--- src/vdi_pkg.sv ---
// Shared constants, codes and control types of the Verlet drag integrator.
package vdi_pkg;

	localparam int FRAC_BITS_DEF = 16;
	localparam int WORD_BITS_DEF = 32;

	localparam logic OP_START = 1'b0;
	localparam logic OP_TICK  = 1'b1;

	localparam logic [1:0] REG_GRAVITY   = 2'd0;
	localparam logic [1:0] REG_MASS      = 2'd1;
	localparam logic [1:0] REG_DRAG_COEF = 2'd2;
	localparam logic [1:0] REG_TIME_STEP = 2'd3;

	localparam logic signed [31:0] GRAVITY_RST   = 32'sd655360;
	localparam logic [30:0]        MASS_RST      = 31'd5242880;
	localparam logic signed [31:0] DRAG_COEF_RST = -32'sd20972;
	localparam logic [30:0]        TIME_STEP_RST = 31'd19661;

	localparam logic [1:0] ALU_MULQ = 2'd0;
	localparam logic [1:0] ALU_MULX = 2'd1;
	localparam logic [1:0] ALU_DIVQ = 2'd2;
	localparam logic [1:0] ALU_SQRT = 2'd3;

	typedef struct packed {
		logic       start;
		logic [1:0] op;
	} alu_ctl_t;

	typedef struct packed {
		logic busy;
		logic done;
	} alu_sts_t;

endpackage

--- src/vdi_if.sv ---
// Handshake channels of the Verlet drag integrator: input items, results, register writes.
interface vdi_req_if;
	logic               valid;
	logic               ready;
	logic               opcode;
	logic signed [31:0] init_pos_x;
	logic signed [31:0] init_pos_y;
	logic signed [31:0] init_pos_z;
	logic signed [31:0] init_vel_x;
	logic signed [31:0] init_vel_y;
	logic signed [31:0] init_vel_z;
	modport source(output valid, opcode, init_pos_x, init_pos_y, init_pos_z,
		init_vel_x, init_vel_y, init_vel_z, input ready);
	modport sink(input valid, opcode, init_pos_x, init_pos_y, init_pos_z,
		init_vel_x, init_vel_y, init_vel_z, output ready);
endinterface

interface vdi_rsp_if;
	logic               valid;
	logic               ready;
	logic [30:0]        sim_time;
	logic signed [31:0] out_pos_x;
	logic signed [31:0] out_pos_y;
	logic signed [31:0] out_pos_z;
	logic signed [31:0] out_vel_x;
	logic signed [31:0] out_vel_y;
	logic signed [31:0] out_vel_z;
	logic signed [31:0] out_acc_x;
	logic signed [31:0] out_acc_y;
	logic signed [31:0] out_acc_z;
	modport source(output valid, sim_time, out_pos_x, out_pos_y, out_pos_z,
		out_vel_x, out_vel_y, out_vel_z, out_acc_x, out_acc_y, out_acc_z, input ready);
	modport sink(input valid, sim_time, out_pos_x, out_pos_y, out_pos_z,
		out_vel_x, out_vel_y, out_vel_z, out_acc_x, out_acc_y, out_acc_z, output ready);
endinterface

interface vdi_cfg_if;
	logic        valid;
	logic        ready;
	logic [1:0]  index;
	logic [31:0] data;
	modport source(output valid, index, data, input ready);
	modport sink(input valid, index, data, output ready);
endinterface

--- src/vdi_alu.sv ---
// Shared bit-serial unit: rounded and exact multiply, fixed-point divide, square root.
module vdi_alu #(
	parameter int W = vdi_pkg::WORD_BITS_DEF,
	parameter int F = vdi_pkg::FRAC_BITS_DEF
) (
	input  logic                clk,
	input  logic                arst_n,
	input  vdi_pkg::alu_ctl_t   ctl,
	input  logic signed [W-1:0] a,
	input  logic signed [W-1:0] b,
	input  logic [2*W-1:0]      rad,
	output vdi_pkg::alu_sts_t   sts,
	output logic signed [W-1:0] res,
	output logic [2*W-1:0]      prod
);

	localparam int CW = $clog2(2*W+1);
	localparam int NW = 2*W+1;

	function automatic logic [W-1:0] mag(input logic [W-1:0] x);
		return x[W-1] ? (~x + 1'b1) : x;
	endfunction

	function automatic logic signed [W-1:0] from_mag(input logic [NW-1:0] m, input logic neg);
		logic [NW-1:0] lim;
		logic [NW-1:0] nm;
		lim = NW'(1) << (W-1);
		nm = ~m + 1'b1;
		if (neg)
			return (m > lim) ? {1'b1, {(W-1){1'b0}}} : nm[W-1:0];
		return (m >= lim) ? {1'b0, {(W-1){1'b1}}} : m[W-1:0];
	endfunction

	logic [1:0]          op_q;
	logic                neg_q;
	logic                busy_q;
	logic                done_q;
	logic [CW-1:0]       cnt_q;
	logic [2*W-1:0]      acc_q;
	logic [W+1:0]        rem_q;
	logic [W-1:0]        dv_q;
	logic signed [W-1:0] res_q;

	logic [W-1:0]  ma, mb;
	logic [W:0]    msum;
	logic [W+1:0]  dtrial;
	logic [W+3:0]  r4, strial;
	logic [NW-1:0] rnd;

	always_comb begin
		ma = mag(a);
		mb = mag(b);
		msum = {1'b0, acc_q[2*W-1:W]} + (acc_q[0] ? {1'b0, dv_q} : {(W+1){1'b0}});
		dtrial = {1'b0, rem_q[W-1:0], acc_q[W+F-1]} - {2'b00, dv_q};
		r4 = {rem_q, acc_q[2*W-1:2*W-2]};
		strial = r4 - {2'b00, dv_q, 2'b01};
		rnd = {1'b0, acc_q} + (NW'(1) << (F-1));
	end

	always_ff @(posedge clk or negedge arst_n) begin
		if (!arst_n) begin
			busy_q <= 1'b0;
			done_q <= 1'b0;
			cnt_q  <= '0;
			op_q   <= vdi_pkg::ALU_MULQ;
		end else begin
			done_q <= 1'b0;
			if (ctl.start) begin
				op_q  <= ctl.op;
				neg_q <= a[W-1] ^ b[W-1];
				rem_q <= '0;
				unique case (ctl.op)
					vdi_pkg::ALU_MULQ, vdi_pkg::ALU_MULX: begin
						acc_q  <= {{W{1'b0}}, mb};
						dv_q   <= ma;
						cnt_q  <= CW'(W);
						busy_q <= 1'b1;
					end
					vdi_pkg::ALU_DIVQ: begin
						acc_q <= {{(W-F){1'b0}}, ma, {F{1'b0}}};
						dv_q  <= mb;
						cnt_q <= CW'(W+F);
						if (b == '0) begin
							// divide by zero: clamp by the numerator's sign, zero for a zero numerator
							res_q  <= (a == '0) ? '0 :
								(a[W-1] ? {1'b1, {(W-1){1'b0}}} : {1'b0, {(W-1){1'b1}}});
							done_q <= 1'b1;
						end else begin
							busy_q <= 1'b1;
						end
					end
					vdi_pkg::ALU_SQRT: begin
						acc_q  <= rad;
						dv_q   <= '0;
						cnt_q  <= CW'(W);
						busy_q <= 1'b1;
					end
				endcase
			end else if (busy_q && cnt_q != '0) begin
				cnt_q <= cnt_q - 1'b1;
				unique case (op_q)
					vdi_pkg::ALU_MULQ, vdi_pkg::ALU_MULX: begin
						acc_q <= {msum, acc_q[W-1:1]};
					end
					vdi_pkg::ALU_DIVQ: begin
						if (!dtrial[W+1]) begin
							rem_q <= {1'b0, dtrial[W:0]};
							acc_q <= {acc_q[2*W-2:0], 1'b1};
						end else begin
							rem_q <= {1'b0, rem_q[W-1:0], acc_q[W+F-1]};
							acc_q <= {acc_q[2*W-2:0], 1'b0};
						end
					end
					vdi_pkg::ALU_SQRT: begin
						acc_q <= {acc_q[2*W-3:0], 2'b00};
						if (!strial[W+3]) begin
							rem_q <= strial[W+1:0];
							dv_q  <= {dv_q[W-2:0], 1'b1};
						end else begin
							rem_q <= r4[W+1:0];
							dv_q  <= {dv_q[W-2:0], 1'b0};
						end
					end
				endcase
			end else if (busy_q) begin
				busy_q <= 1'b0;
				done_q <= 1'b1;
				unique case (op_q)
					vdi_pkg::ALU_MULQ: res_q <= from_mag(rnd >> F, neg_q);
					vdi_pkg::ALU_MULX: res_q <= '0;
					vdi_pkg::ALU_DIVQ: res_q <= from_mag(NW'(acc_q[W+F-1:0]), neg_q);
					vdi_pkg::ALU_SQRT: res_q <= from_mag(NW'(dv_q), 1'b0);
				endcase
			end
		end
	end

	assign sts.busy = busy_q;
	assign sts.done = done_q;
	assign res = res_q;
	assign prod = acc_q;

endmodule

--- src/verlet_drag_integrator.sv ---
// Top level of the Verlet drag integrator: registers, sequencer and result register.
// One point mass under gravity and quadratic drag, position Verlet, signed fixed point
// (default Q16.16), every result saturating. A start item (opcode 0) loads p0, v0 and
// reports p0, v0 and the acceleration; a tick item (opcode 1) advances one step. All
// multiplies, divides and square roots run through one bit-serial unit, one bit per
// cycle; additions and saturation are done beside it.
// The block takes no new item until the current one is finished; a finished result
// waits in the output register while the next item runs. Registers may be written
// whenever the block is idle.
module verlet_drag_integrator #(
	parameter int FRAC_BITS = vdi_pkg::FRAC_BITS_DEF,
	parameter int WORD_BITS = vdi_pkg::WORD_BITS_DEF
) (
	input logic       clk,
	input logic       arst_n,
	vdi_req_if.sink   req,
	vdi_rsp_if.source rsp,
	vdi_cfg_if.sink   cfg
);

	localparam int W  = WORD_BITS;
	localparam int XW = ((W > 32) ? W : 32) + 1;
	localparam logic signed [XW-1:0] WMAX_X = {{(XW-W+1){1'b0}}, {(W-1){1'b1}}};
	localparam logic signed [XW-1:0] WMIN_X = ~WMAX_X;
	localparam logic signed [XW-1:0] OMAX_X = {{(XW-31){1'b0}}, {31{1'b1}}};
	localparam logic signed [XW-1:0] OMIN_X = ~OMAX_X;

	localparam logic [3:0] ST_IDLE = 4'd0;
	localparam logic [3:0] ST_DT2  = 4'd1;
	localparam logic [3:0] ST_POS  = 4'd2;
	localparam logic [3:0] ST_VEL  = 4'd3;
	localparam logic [3:0] ST_SQ   = 4'd4;
	localparam logic [3:0] ST_NORM = 4'd5;
	localparam logic [3:0] ST_K    = 4'd6;
	localparam logic [3:0] ST_FG   = 4'd7;
	localparam logic [3:0] ST_KV   = 4'd8;
	localparam logic [3:0] ST_ACC  = 4'd9;
	localparam logic [3:0] ST_DONE = 4'd10;

	function automatic logic signed [W-1:0] sat_x(input logic signed [XW-1:0] v);
		if (v > WMAX_X) return WMAX_X[W-1:0];
		if (v < WMIN_X) return WMIN_X[W-1:0];
		return v[W-1:0];
	endfunction

	function automatic logic signed [W-1:0] sat_s32(input logic signed [31:0] v);
		return sat_x({{(XW-32){v[31]}}, v});
	endfunction

	function automatic logic signed [W-1:0] sat_u31(input logic [30:0] v);
		return sat_x({{(XW-31){1'b0}}, v});
	endfunction

	function automatic logic signed [31:0] out32(input logic signed [W-1:0] w);
		logic signed [XW-1:0] x;
		x = {{(XW-W){w[W-1]}}, w};
		if (x > OMAX_X) return OMAX_X[31:0];
		if (x < OMIN_X) return OMIN_X[31:0];
		return x[31:0];
	endfunction

	function automatic logic signed [W-1:0] addsat(input logic signed [W-1:0] x,
		input logic signed [W-1:0] y, input logic sub);
		logic [W:0] s;
		s = sub ? ({x[W-1], x} - {y[W-1], y}) : ({x[W-1], x} + {y[W-1], y});
		if (s[W] != s[W-1]) return s[W] ? {1'b1, {(W-1){1'b0}}} : {1'b0, {(W-1){1'b1}}};
		return s[W-1:0];
	endfunction

	logic signed [31:0] grav_q;
	logic [30:0]        mass_q;
	logic signed [31:0] coef_q;
	logic [30:0]        tstep_q;

	logic [3:0]          state_q;
	logic                go_q;
	logic [1:0]          ax_q;
	logic                opcode_q;
	logic [30:0]         el_q;
	logic signed [W-1:0] prev_q [3];
	logic signed [W-1:0] cur_q [3];
	logic signed [W-1:0] acc_q [3];
	logic signed [W-1:0] vel_q [3];
	logic signed [W-1:0] dt2_q, norm_q, k_q, fgy_q, tmp_q;
	logic [2*W-1:0]      sumsq_q;
	logic                out_valid_q;
	logic [30:0]         o_time_q;
	logic signed [31:0]  o_pos_q [3];
	logic signed [31:0]  o_vel_q [3];
	logic signed [31:0]  o_acc_q [3];

	vdi_pkg::alu_ctl_t   alu_ctl;
	vdi_pkg::alu_sts_t   alu_sts;
	logic signed [W-1:0] alu_a, alu_b, alu_res;
	logic [2*W-1:0]      alu_prod;

	logic signed [W-1:0] dt_w, m_w, coef_w, grav_w, neg_m, pnew;
	logic [31:0]         el_sum;
	logic                compute;
	logic                last_ax;

	always_comb begin
		dt_w   = sat_u31(tstep_q);
		m_w    = sat_u31(mass_q);
		coef_w = sat_s32(coef_q);
		grav_w = sat_s32(grav_q);
		neg_m  = addsat('0, m_w, 1'b1);
		pnew   = addsat(addsat(addsat(cur_q[ax_q], cur_q[ax_q], 1'b0), prev_q[ax_q], 1'b1),
			alu_res, 1'b0);
		el_sum = {1'b0, el_q} + {1'b0, tstep_q};
		compute = (state_q != ST_IDLE) && (state_q != ST_DONE);
		last_ax = (ax_q == 2'd2);
	end

	always_comb begin
		alu_ctl.start = compute && !go_q;
		alu_ctl.op = vdi_pkg::ALU_MULQ;
		alu_a = '0;
		alu_b = '0;
		unique case (state_q)
			ST_DT2: begin
				alu_a = dt_w;
				alu_b = dt_w;
			end
			ST_POS: begin
				alu_a = (opcode_q == vdi_pkg::OP_START) ? vel_q[ax_q] : dt2_q;
				alu_b = (opcode_q == vdi_pkg::OP_START) ? dt_w : acc_q[ax_q];
			end
			ST_VEL: begin
				alu_ctl.op = vdi_pkg::ALU_DIVQ;
				alu_a = addsat(cur_q[ax_q], prev_q[ax_q], 1'b1);
				alu_b = dt_w;
			end
			ST_SQ: begin
				alu_ctl.op = vdi_pkg::ALU_MULX;
				alu_a = vel_q[ax_q];
				alu_b = vel_q[ax_q];
			end
			ST_NORM: alu_ctl.op = vdi_pkg::ALU_SQRT;
			ST_K: begin
				alu_a = coef_w;
				alu_b = norm_q;
			end
			ST_FG: begin
				alu_a = neg_m;
				alu_b = grav_w;
			end
			ST_KV: begin
				alu_a = k_q;
				alu_b = vel_q[ax_q];
			end
			ST_ACC: begin
				alu_ctl.op = vdi_pkg::ALU_DIVQ;
				alu_a = tmp_q;
				alu_b = m_w;
			end
			default: ;
		endcase
	end

	vdi_alu #(.W(W), .F(FRAC_BITS)) u_alu (
		.clk    (clk),
		.arst_n (arst_n),
		.ctl    (alu_ctl),
		.a      (alu_a),
		.b      (alu_b),
		.rad    (sumsq_q),
		.sts    (alu_sts),
		.res    (alu_res),
		.prod   (alu_prod)
	);

	assign cfg.ready = 1'b1;
	assign req.ready = (state_q == ST_IDLE);

	always_ff @(posedge clk or negedge arst_n) begin
		if (!arst_n) begin
			grav_q  <= vdi_pkg::GRAVITY_RST;
			mass_q  <= vdi_pkg::MASS_RST;
			coef_q  <= vdi_pkg::DRAG_COEF_RST;
			tstep_q <= vdi_pkg::TIME_STEP_RST;
		end else if (cfg.valid) begin
			unique case (cfg.index)
				vdi_pkg::REG_GRAVITY:   grav_q  <= cfg.data;
				vdi_pkg::REG_MASS:      mass_q  <= cfg.data[30:0];
				vdi_pkg::REG_DRAG_COEF: coef_q  <= cfg.data;
				vdi_pkg::REG_TIME_STEP: tstep_q <= cfg.data[30:0];
			endcase
		end
	end

	always_ff @(posedge clk or negedge arst_n) begin
		if (!arst_n) begin
			state_q     <= ST_IDLE;
			go_q        <= 1'b0;
			ax_q        <= 2'd0;
			opcode_q    <= vdi_pkg::OP_START;
			el_q        <= '0;
			out_valid_q <= 1'b0;
			for (int i = 0; i < 3; i++) begin
				prev_q[i] <= '0;
				cur_q[i]  <= '0;
				acc_q[i]  <= '0;
			end
		end else begin
			if (alu_ctl.start) go_q <= 1'b1;
			if (rsp.ready) out_valid_q <= 1'b0;
			unique case (state_q)
				ST_IDLE: begin
					if (req.valid) begin
						opcode_q <= req.opcode;
						ax_q     <= 2'd0;
						sumsq_q  <= '0;
						if (req.opcode == vdi_pkg::OP_START) begin
							el_q      <= '0;
							prev_q[0] <= sat_s32(req.init_pos_x);
							prev_q[1] <= sat_s32(req.init_pos_y);
							prev_q[2] <= sat_s32(req.init_pos_z);
							vel_q[0]  <= sat_s32(req.init_vel_x);
							vel_q[1]  <= sat_s32(req.init_vel_y);
							vel_q[2]  <= sat_s32(req.init_vel_z);
							state_q   <= ST_POS;
						end else begin
							el_q    <= el_sum[31] ? {31{1'b1}} : el_sum[30:0];
							state_q <= ST_DT2;
						end
					end
				end
				ST_DONE: begin
					if (!out_valid_q || rsp.ready) begin
						out_valid_q <= 1'b1;
						o_time_q    <= el_q;
						for (int i = 0; i < 3; i++) begin
							o_pos_q[i] <= out32((opcode_q == vdi_pkg::OP_START) ?
								prev_q[i] : cur_q[i]);
							o_vel_q[i] <= out32(vel_q[i]);
							o_acc_q[i] <= out32(acc_q[i]);
						end
						state_q <= ST_IDLE;
					end
				end
				default: begin
					if (alu_sts.done) begin
						go_q <= 1'b0;
						unique case (state_q)
							ST_DT2: begin
								dt2_q   <= alu_res;
								state_q <= ST_POS;
							end
							ST_POS: begin
								if (opcode_q == vdi_pkg::OP_START) begin
									cur_q[ax_q] <= addsat(prev_q[ax_q], alu_res, 1'b0);
									ax_q        <= last_ax ? 2'd0 : ax_q + 2'd1;
									state_q     <= last_ax ? ST_SQ : ST_POS;
								end else begin
									prev_q[ax_q] <= cur_q[ax_q];
									cur_q[ax_q]  <= pnew;
									state_q      <= ST_VEL;
								end
							end
							ST_VEL: begin
								vel_q[ax_q] <= alu_res;
								ax_q        <= last_ax ? 2'd0 : ax_q + 2'd1;
								state_q     <= last_ax ? ST_SQ : ST_POS;
							end
							ST_SQ: begin
								sumsq_q <= sumsq_q + alu_prod;
								ax_q    <= last_ax ? 2'd0 : ax_q + 2'd1;
								state_q <= last_ax ? ST_NORM : ST_SQ;
							end
							ST_NORM: begin
								norm_q  <= alu_res;
								state_q <= ST_K;
							end
							ST_K: begin
								k_q     <= alu_res;
								state_q <= ST_FG;
							end
							ST_FG: begin
								fgy_q   <= alu_res;
								state_q <= ST_KV;
							end
							ST_KV: begin
								// gravity only acts on y
								tmp_q   <= (ax_q == 2'd1) ? addsat(fgy_q, alu_res, 1'b0) : alu_res;
								state_q <= ST_ACC;
							end
							ST_ACC: begin
								acc_q[ax_q] <= alu_res;
								ax_q        <= last_ax ? 2'd0 : ax_q + 2'd1;
								state_q     <= last_ax ? ST_DONE : ST_KV;
							end
							default: state_q <= ST_IDLE;
						endcase
					end
				end
			endcase
		end
	end

	assign rsp.valid     = out_valid_q;
	assign rsp.sim_time  = o_time_q;
	assign rsp.out_pos_x = o_pos_q[0];
	assign rsp.out_pos_y = o_pos_q[1];
	assign rsp.out_pos_z = o_pos_q[2];
	assign rsp.out_vel_x = o_vel_q[0];
	assign rsp.out_vel_y = o_vel_q[1];
	assign rsp.out_vel_z = o_vel_q[2];
	assign rsp.out_acc_x = o_acc_q[0];
	assign rsp.out_acc_y = o_acc_q[1];
	assign rsp.out_acc_z = o_acc_q[2];

`ifndef SYNTHESIS
	a_done_busy: assert property (@(posedge clk) disable iff (!arst_n)
		alu_sts.done |-> compute)
		else $error("arithmetic unit finished with no step in progress");
	a_start_free: assert property (@(posedge clk) disable iff (!arst_n)
		alu_ctl.start |-> !alu_sts.busy)
		else $error("arithmetic unit started while busy");
	a_result_src: assert property (@(posedge clk) disable iff (!arst_n)
		$rose(out_valid_q) |-> $past(state_q) == ST_DONE)
		else $error("result presented outside the finish step");
	a_accept_leaves: assert property (@(posedge clk) disable iff (!arst_n)
		(req.valid && req.ready) |=> state_q != ST_IDLE)
		else $error("accepted item did not start the sequencer");
	a_axis_range: assert property (@(posedge clk) disable iff (!arst_n)
		compute |-> ax_q != 2'd3)
		else $error("axis counter out of range");
`endif

endmodule
--- src/flat_wrapper.sv ---
// flat-port wrapper written by rule: the top's interface ports become plain ports
module verlet_drag_integrator_flat 
#(
	parameter int FRAC_BITS = vdi_pkg::FRAC_BITS_DEF,
	parameter int WORD_BITS = vdi_pkg::WORD_BITS_DEF
)
  (clk, arst_n, req_valid, req_opcode, req_init_pos_x, req_init_pos_y, req_init_pos_z, req_init_vel_x, req_init_vel_y, req_init_vel_z, req_ready, rsp_valid, rsp_sim_time, rsp_out_pos_x, rsp_out_pos_y, rsp_out_pos_z, rsp_out_vel_x, rsp_out_vel_y, rsp_out_vel_z, rsp_out_acc_x, rsp_out_acc_y, rsp_out_acc_z, rsp_ready, cfg_valid, cfg_index, cfg_data, cfg_ready);
  vdi_req_if req_i ();
  vdi_rsp_if rsp_i ();
  vdi_cfg_if cfg_i ();
  input logic clk;
  input logic arst_n;
  input wire logic [$bits(req_i.valid)-1:0] req_valid;
  input wire logic [$bits(req_i.opcode)-1:0] req_opcode;
  input wire logic [$bits(req_i.init_pos_x)-1:0] req_init_pos_x;
  input wire logic [$bits(req_i.init_pos_y)-1:0] req_init_pos_y;
  input wire logic [$bits(req_i.init_pos_z)-1:0] req_init_pos_z;
  input wire logic [$bits(req_i.init_vel_x)-1:0] req_init_vel_x;
  input wire logic [$bits(req_i.init_vel_y)-1:0] req_init_vel_y;
  input wire logic [$bits(req_i.init_vel_z)-1:0] req_init_vel_z;
  output wire logic [$bits(req_i.ready)-1:0] req_ready;
  output wire logic [$bits(rsp_i.valid)-1:0] rsp_valid;
  output wire logic [$bits(rsp_i.sim_time)-1:0] rsp_sim_time;
  output wire logic [$bits(rsp_i.out_pos_x)-1:0] rsp_out_pos_x;
  output wire logic [$bits(rsp_i.out_pos_y)-1:0] rsp_out_pos_y;
  output wire logic [$bits(rsp_i.out_pos_z)-1:0] rsp_out_pos_z;
  output wire logic [$bits(rsp_i.out_vel_x)-1:0] rsp_out_vel_x;
  output wire logic [$bits(rsp_i.out_vel_y)-1:0] rsp_out_vel_y;
  output wire logic [$bits(rsp_i.out_vel_z)-1:0] rsp_out_vel_z;
  output wire logic [$bits(rsp_i.out_acc_x)-1:0] rsp_out_acc_x;
  output wire logic [$bits(rsp_i.out_acc_y)-1:0] rsp_out_acc_y;
  output wire logic [$bits(rsp_i.out_acc_z)-1:0] rsp_out_acc_z;
  input wire logic [$bits(rsp_i.ready)-1:0] rsp_ready;
  input wire logic [$bits(cfg_i.valid)-1:0] cfg_valid;
  input wire logic [$bits(cfg_i.index)-1:0] cfg_index;
  input wire logic [$bits(cfg_i.data)-1:0] cfg_data;
  output wire logic [$bits(cfg_i.ready)-1:0] cfg_ready;
  assign req_i.valid = req_valid;
  assign req_i.opcode = req_opcode;
  assign req_i.init_pos_x = req_init_pos_x;
  assign req_i.init_pos_y = req_init_pos_y;
  assign req_i.init_pos_z = req_init_pos_z;
  assign req_i.init_vel_x = req_init_vel_x;
  assign req_i.init_vel_y = req_init_vel_y;
  assign req_i.init_vel_z = req_init_vel_z;
  assign req_ready = req_i.ready;
  assign rsp_valid = rsp_i.valid;
  assign rsp_sim_time = rsp_i.sim_time;
  assign rsp_out_pos_x = rsp_i.out_pos_x;
  assign rsp_out_pos_y = rsp_i.out_pos_y;
  assign rsp_out_pos_z = rsp_i.out_pos_z;
  assign rsp_out_vel_x = rsp_i.out_vel_x;
  assign rsp_out_vel_y = rsp_i.out_vel_y;
  assign rsp_out_vel_z = rsp_i.out_vel_z;
  assign rsp_out_acc_x = rsp_i.out_acc_x;
  assign rsp_out_acc_y = rsp_i.out_acc_y;
  assign rsp_out_acc_z = rsp_i.out_acc_z;
  assign rsp_i.ready = rsp_ready;
  assign cfg_i.valid = cfg_valid;
  assign cfg_i.index = cfg_index;
  assign cfg_i.data = cfg_data;
  assign cfg_ready = cfg_i.ready;
  verlet_drag_integrator #(.FRAC_BITS(FRAC_BITS), .WORD_BITS(WORD_BITS)) u_core (.clk(clk), .arst_n(arst_n), .req(req_i), .rsp(rsp_i), .cfg(cfg_i));
endmodule
--- config.mk ---
export PLATFORM = sky130hd
export DESIGN_NAME = verlet_drag_integrator_flat
export DESIGN_NICKNAME = d
export VERILOG_FILES = /design/src/vdi_pkg.sv /design/src/vdi_if.sv /design/src/vdi_alu.sv /design/src/verlet_drag_integrator.sv /design/src/flat_wrapper.sv
export SDC_FILE = /design/constraint.sdc
export NUM_CORES = 2
export LEC_CHECK = 0
export BUFFER_PORTS_ARGS = -buffer_cell sky130_fd_sc_hd__buf_2
export CAP_MARGIN = 25
export CORE_MARGIN = 5
export CORE_UTILIZATION = 45
export DETAILED_ROUTE_END_ITERATION = 10
export RECOVER_POWER = 25
export SLEW_MARGIN = 10
export SYNTH_ARGS = -nofsm -noshare
export SYNTH_HDL_FRONTEND = slang
export SYNTH_HIERARCHICAL = 1
export SYNTH_SLANG_ARGS = --single-unit
--- constraint.sdc ---
create_clock -name clk -period 14.7 [get_ports clk]
set_clock_uncertainty 0.05 [all_clocks]
set_input_delay 2.94 -clock clk [delete_from_list [all_inputs] [get_ports clk]]
set_output_delay 2.94 -clock clk [all_outputs]
set_load 0.005 [all_outputs]
Yosys cells after proc, flatten, opt, wreduce, memory -nomap -nowiden
Memory sizes are Yosys's and may differ from the RTL's.
Cells that the tools add are included.
W data, S select, Z words.
{"block": "classes", "n_addsub": 19, "n_mul": 0, "n_div": 0, "n_lt_le_gt_ge": 41, "n_eq_ne": 37, "n_shift": 0, "muxes": 386, "bitwise": 8, "reduce_logical": 58}
{"operator": "$mux W32", "count": 156}
{"operator": "$mux W96", "count": 6}
{"operator": "$gt A32 B32 Y1 const B", "count": 17}
{"operator": "$lt A32 B32 Y1 const B", "count": 17}
{"operator": "$bwmux W96", "count": 4}
{"operator": "$pmux W64 S3", "count": 2}
{"operator": "$mux W64", "count": 5}
{"operator": "$pmux W32 S8", "count": 1}
{"operator": "$bmux W32 S2", "count": 3}
{"operator": "$pmux W32 S6", "count": 1}
{"operator": "$pmux W96 S2", "count": 1}
{"operator": "$mux W1", "count": 176}
{"operator": "$add A32 B32 Y33", "count": 5}
{"operator": "$add A32 B1 Y32 const B", "count": 4}
{"operator": "$not A32 Y32", "count": 4}
{"operator": "$pmux W32 S4", "count": 1}
{"operator": "$pmux W64 S2", "count": 1}
{"operator": "$pmux W32 S3", "count": 1}
{"operator": "$mux W34", "count": 2}
{"operator": "$pmux W34 S2", "count": 1}
{"operator": "$sub A32 B32 Y33", "count": 2}
{"operator": "$add A64 B16 Y65 const B", "count": 1}
{"operator": "$add A64 B64 Y64", "count": 1}
{"operator": "$demux W32 S2", "count": 1}
{"operator": "other kinds (57)", "count": 136}
{"block": "totals", "regBits": 883, "latchBits": 0, "ramBits": 384, "mem_bits_ro": 0, "in_bits": 232, "memories": 4}
{"memory": "u_core.o_acc_q", "words": 3, "word_bits": 32, "rd": 3, "rd_ports_with_merged_regs": 0, "write_ports": 3, "line_no": "verlet_drag_integrator.sv:90", "rtl": "logic signed [31:0] o_acc_q [3];"}
{"memory": "u_core.o_pos_q", "words": 3, "word_bits": 32, "rd": 3, "rd_ports_with_merged_regs": 0, "write_ports": 3, "line_no": "verlet_drag_integrator.sv:88", "rtl": "logic signed [31:0] o_pos_q [3];"}
{"memory": "u_core.o_vel_q", "words": 3, "word_bits": 32, "rd": 3, "rd_ports_with_merged_regs": 0, "write_ports": 3, "line_no": "verlet_drag_integrator.sv:89", "rtl": "logic signed [31:0] o_vel_q [3];"}
{"memory": "u_core.vel_q", "words": 3, "word_bits": 32, "rd": 4, "rd_ports_with_merged_regs": 0, "write_ports": 3, "line_no": "verlet_drag_integrator.sv:83", "rtl": "logic signed [W-1:0] vel_q [3];"}

Depth between registers and ports, before layout
{"block": "logic_depth", "depth_word": 18, "mapped_depth": 37, "ltp_nobuf": 32}

Cells and area by module
Netlist, hierarchy kept.
{"mod": "verlet_drag_integrator", "instances": 1, "cells_each": 5780, "area_per_inst_um2": 62438.6, "seq_area_each_um2": 31554.0}
{"mod": "vdi_alu", "instances": 1, "cells_each": 2652, "area_per_inst_um2": 20673.6, "seq_area_each_um2": 5170.0}

Worst setup path before layout
Ideal clock, no wire load.
{"block": "synth_timing", "path_kind": "input port to flip-flop", "start": "input port rsp_ready", "end": "memory u_core.o_acc_q[0][0] (enable)", "setup_time_ns": 0.689, "t_arrival_ns": 9.688, "slack_ns": 4.274, "cell_stages": 2, "n_path_buf": 0, "path_cell_list": "nand2b_1 and3_1"}
{"item": "from (decl)", "line_no": "flat_wrapper.sv:33", "rtl": "input wire logic [$bits(rsp_i.ready)-1:0] rsp_ready;"}
{"item": "to (decl)", "line_no": "verlet_drag_integrator.sv:90"}

Worst setup path in the final report
{"block": "layout_timing", "start": "register u_core.ax_q[1]", "end": "register u_core/cur_q[46] (netlist bit)"}
{"block": "layout_between", "elab_chain_len": 18}
{"item": "from (decl)", "line_no": "verlet_drag_integrator.sv:77", "rtl": "logic [1:0] ax_q;"}
{"item": "from (signal assigned)", "line_no": "verlet_drag_integrator.sv:253", "rtl": "ax_q <= last_ax ? 2'd0 : ax_q + 2'd1;"}
{"item": "from (signal assigned)", "line_no": "verlet_drag_integrator.sv:263", "rtl": "ax_q <= last_ax ? 2'd0 : ax_q + 2'd1;"}
{"item": "from (signal assigned)", "line_no": "verlet_drag_integrator.sv:268", "rtl": "ax_q <= last_ax ? 2'd0 : ax_q + 2'd1;"}
{"item": "$not A2 Y3 (not written as such) *", "line_no": "verlet_drag_integrator.sv:108, verlet_drag_integrator.sv:252, verlet_drag_integrator.sv:257"}
{"item": "$bmux W32 S2 (on tied branches)", "line_no": "verlet_drag_integrator.sv:108, verlet_drag_integrator.sv:252"}
{"item": "$mux W32 (on tied branches) (2 in a row)", "line_no": "verlet_drag_integrator.sv:108, verlet_drag_integrator.sv:252"}
{"item": "$add A32 B32 Y33", "line_no": "verlet_drag_integrator.sv:65", "rtl": "s = sub ? ({x[W-1], x} - {y[W-1], y}) : ({x[W-1], x} + {y[W-1], y});"}
{"item": "$mux W32 or $ne A1 B1 Y1 (tied branches)", "line_no": "verlet_drag_integrator.sv:66", "rtl": "if (s[W] != s[W-1]) return s[W] ? {1'b1, {(W-1){1'b0}}} : {1'b0, {(W-1){1'b1}}};"}
{"item": "$mux W32 or $mux W1 (tied branches)", "line_no": "verlet_drag_integrator.sv:66"}
{"item": "$mux W32 or $mux W1 (tied branches)", "line_no": "verlet_drag_integrator.sv:67, verlet_drag_integrator.sv:251"}
{"item": "$sub A32 B32 Y33 or $mux W1 (tied branches)", "line_no": "verlet_drag_integrator.sv:65, verlet_drag_integrator.sv:245"}
{"item": "$mux W32 (tied with other cells) (2 in a row)", "line_no": "verlet_drag_integrator.sv:66"}
{"item": "$mux W32", "line_no": "verlet_drag_integrator.sv:67", "rtl": "return s[W-1:0];"}
{"item": "$add A32 B32 Y33 or $mux W32 (tied branches)", "line_no": "verlet_drag_integrator.sv:65, verlet_drag_integrator.sv:251"}
{"item": "$mux W32 (tied with other cells) (2 in a row)", "line_no": "verlet_drag_integrator.sv:66"}
{"item": "$mux W32 (on tied branches)", "line_no": "verlet_drag_integrator.sv:67, verlet_drag_integrator.sv:208"}
{"item": "$bwmux W96 (on tied branches)", "line_no": "verlet_drag_integrator.sv:257, verlet_drag_integrator.sv:252"}
{"item": "$mux W96 *", "line_no": "verlet_drag_integrator.sv:251", "rtl": "if (opcode_q == vdi_pkg::OP_START) begin"}
{"item": "to (signal, indexed assignment)", "line_no": "verlet_drag_integrator.sv:252", "rtl": "cur_q[ax_q] <= addsat(prev_q[ax_q], alu_res, 1'b0);"}
{"item": "to (signal, indexed assignment)", "line_no": "verlet_drag_integrator.sv:257", "rtl": "cur_q[ax_q] <= pnew;"}
{"item": "to (decl)", "line_no": "verlet_drag_integrator.sv:81", "rtl": "logic signed [W-1:0] cur_q [3];"}
Mark *: on every way between the ends. The rest lies on a longest branch, timed or not. The select of a mux whose other input is x is not followed.
A chain may end at the register's enable or synchronous reset.

==> flow_metrics.env <==
export IMPL_setup_viol=0
export IMPL_wirelength_um=342100
export IMPL_hold_depth=0
export IMPL_routedWlPerCell_um=30.33
export IMPL_cpMaxStageDelayCell="dfrtp_1"
export IMPL_clk_pin_slew_ps=60
export IMPL_globalRoute_totalOverflow=0
export IMPL_power_share_clock_pct=14.5
export IMPL_fillers=16999
export IMPL_status="finished with violations"
export IMPL_gp_congestion=0.9972
export IMPL_hold_violations=0
export IMPL_grt_util_met1_pct=47.44
export IMPL_violations="max-capacitance violations, max-slew violations"
export IMPL_initial_core_util_pct=45.30
export IMPL_arrival_ps=12720
export IMPL_drv_slew=1015
export IMPL_leakagePower_nw=37.84
export IMPL_crit_buf_inv=4
export IMPL_cts_tree="built"
export IMPL_crit_path_end_kind="register"
export IMPL_cts_setup_buffers=0
export IMPL_multi_input_area_sq_um=43320
export IMPL_hold_path_startpoint="u_core/vel_q[1][14]"
export IMPL_met2_usage_pct=51.61
export IMPL_placed_area_sq_um=88320
export IMPL_ff_latch_area_sq_um=36730
export IMPL_antenna_found_initial=31
export IMPL_vdd_drop_max_v=0.0003667
export IMPL_critPathMaxFanout=64
export IMPL_r2r_end="u_core/cur_q[46]"
export IMPL_drtPass1Iterations=7
export IMPL_whs_endpoint="u_core/o_vel_q[0][46]"
export IMPL_syn_area_sq_um=83100
export IMPL_avgViaCountPerCell=6.423
export IMPL_syn_inst=8431
export IMPL_core_area_sq_um=183500
export IMPL_cts_max_level=4
export IMPL_tns_ps=0
export IMPL_final_common_cell="edfxtp_1"
export IMPL_ctsResizeCount=0
export IMPL_relSlewSlack_pct=-192.5
export IMPL_syn_to_final_growth_pct=12.32
export IMPL_avgSynthCellArea_sq_um=9.857
export IMPL_hold_slack_ps=386.5
export IMPL_p_int_mw=13.17
export IMPL_grt_max_degree=81
export IMPL_rsz0062_at_grt="false"
export IMPL_layout_min_cycle_time_ps=11990
export IMPL_finalNetCount=9277
export IMPL_numCtsBuffers=149
export IMPL_numPortBuffers=552
export IMPL_tightest_slew_ps=4388
export IMPL_p_per_area_nw_per_um2=291.0
export IMPL_drive_above_1_share_pct=17.74
export IMPL_drt_initial_drc_count=8673
export IMPL_clockRootBuffer="clkbuf_16"
export IMPL_rows=157
export IMPL_finalCritPeriodShare_pct=81.59
export IMPL_grt_pass1_wl_um=487800
export IMPL_grt_usage_pct=34.24
export IMPL_reg2reg_depth=33
export IMPL_cp_required_ps=15430
export IMPL_io_pins=554
export IMPL_antenna_left=0
export IMPL_grt_most_used_layer="met2"
export IMPL_r2r_slack_ps=2710
export IMPL_slowest_delay_ps=1660
export IMPL_vias=72456
export IMPL_drc=0
export IMPL_hold_path_class="register to register"
export IMPL_cp_common_cell="o21ai_0"
export IMPL_final_util_pct=50.88
export IMPL_cpLargestDelayFamily="compound AO/OA/AOI/OAI gates"
export IMPL_cp_start_kind="register"
export IMPL_cts_hold_fix_buffers=0
export IMPL_final_cell_mix="edfxtp_1 (834), a21oi_1 (805), nor2_1 (705), nand2_1 (580), buf_2 (551)"
export IMPL_chipHeight_um=439.7
export IMPL_hpwl_um=251700
export IMPL_grt_pass1_vias=68426
export IMPL_cts_sinks=1299
export IMPL_clk_latency_ps=840
export IMPL_dieArea_sq_um=193400
export IMPL_crit_cells=33
export IMPL_cts_max_path_buffers=3
export IMPL_synth_warnings=6
export IMPL_fp_dieW_um=439.7
export IMPL_power_share_sequential_pct=19.6
export IMPL_swShare_pct=51.51
export IMPL_syn_nets=9036
export IMPL_fmax_mhz=83.38
export IMPL_global_route_usage_met3_pct=7.204
export IMPL_critical_path_class="register to register"
export IMPL_p_comb_share_pct=65.9
export IMPL_fin_area_sq_um=93340
export IMPL_regToRegStartpoint="u_core/ax_q[1]"
export IMPL_switching_power_mw=13.99
export IMPL_cap_violations=38
[worst register-to-register path: cells and delay by family, from the launching register on]
kind                     cells  cell delay (ps)
XOR/XNOR                     1              770
adder cells (fa/ha/maj)      4             1240
buffers and inverters        4             1170
AO/OA/AOI/OAI               15             4640
multiplexers                 1              230
flip-flops                   1             1660
AND/OR/NAND/NOR              8             2190
[power groups by stage]
stage	sequential (mW)	clock, mW	combinational (mW)
floorplan	4.93	0	11.9
finish	5.33	3.93	17.9
global placement	5.36	0	17.4
detailed placement	5.37	0	17.4
CTS	5.30	4.00	17.5
global route	5.37	4.15	19.1
[per-layer routing]
metal	up-vias	routed length, um	part of all wire (%)
met2	3960	149200	44
met5	-	41	0.012
met1	35944	141900	41
li1	31840	-	-
met4	6	18060	5.3
met3	706	32920	9.6
[worst max path at each step]
| stage | start | endpoint | slack [ps] |
|---|---|---|---|
| 6_report | u_core/ax_q[1] | u_core/cur_q[46] | 2710 |
| 5_1_grt | u_core/ax_q[1] | u_core/cur_q[14] | 1990 |
| 4_1_cts | u_core/ax_q[1] | u_core/cur_q[46] | 4200 |
| 3_5_place_dp | u_core/ax_q[1] | u_core/cur_q[46] | 4220 |
| 3_3_place_gp | u_core/ax_q[1] | u_core/cur_q[93] | 4490 |
| 2_1_floorplan | rsp_ready | u_core/o_acc_q[0][0] | 4270 |
[layout make-up]
| cell class | count | area share (%) |
|---|---|---|
| Clock buffer | 186 | 4.296 |
| Inverter | 219 | 0.8807 |
| Sequential cell | 1299 | 39.35 |
| Multi-Input combinational cell | 6243 | 46.41 |
| Tap cell | 2464 | 3.303 |
| Antenna cell | 20 | 0.05362 |
| Clock inverter | 89 | 1.210 |
| Timing Repair Buffer | 760 | 4.493 |
[registers in the layout, summed over array words and instances (netlist names), 34 cells and up, named ones only]
signal / flops
u_core/vel_q: 128
u_core/acc_q: 96
u_core/cur_q: 96
u_core/o_acc_q: 96
u_core/o_pos_q: 96
u_core/o_vel_q: 96
u_core/prev_q: 96
u_core/sumsq_q: 64
u_core/u_alu/prod: 64
u_core/u_alu/rem_q: 34
[metrics by stage]
stage          total power, mW  cells  worst slack, ps
3_3_place_gp             22.76  10971             4490
3_5_place_dp             22.75  10980             4218
2_1_floorplan            16.87   8431             4274
5_1_grt                  28.66  11271             1987
4_1_cts                  26.80  11255             4202
6_report                 27.16  11280             2706
Power figures use the tool's default switching activity.
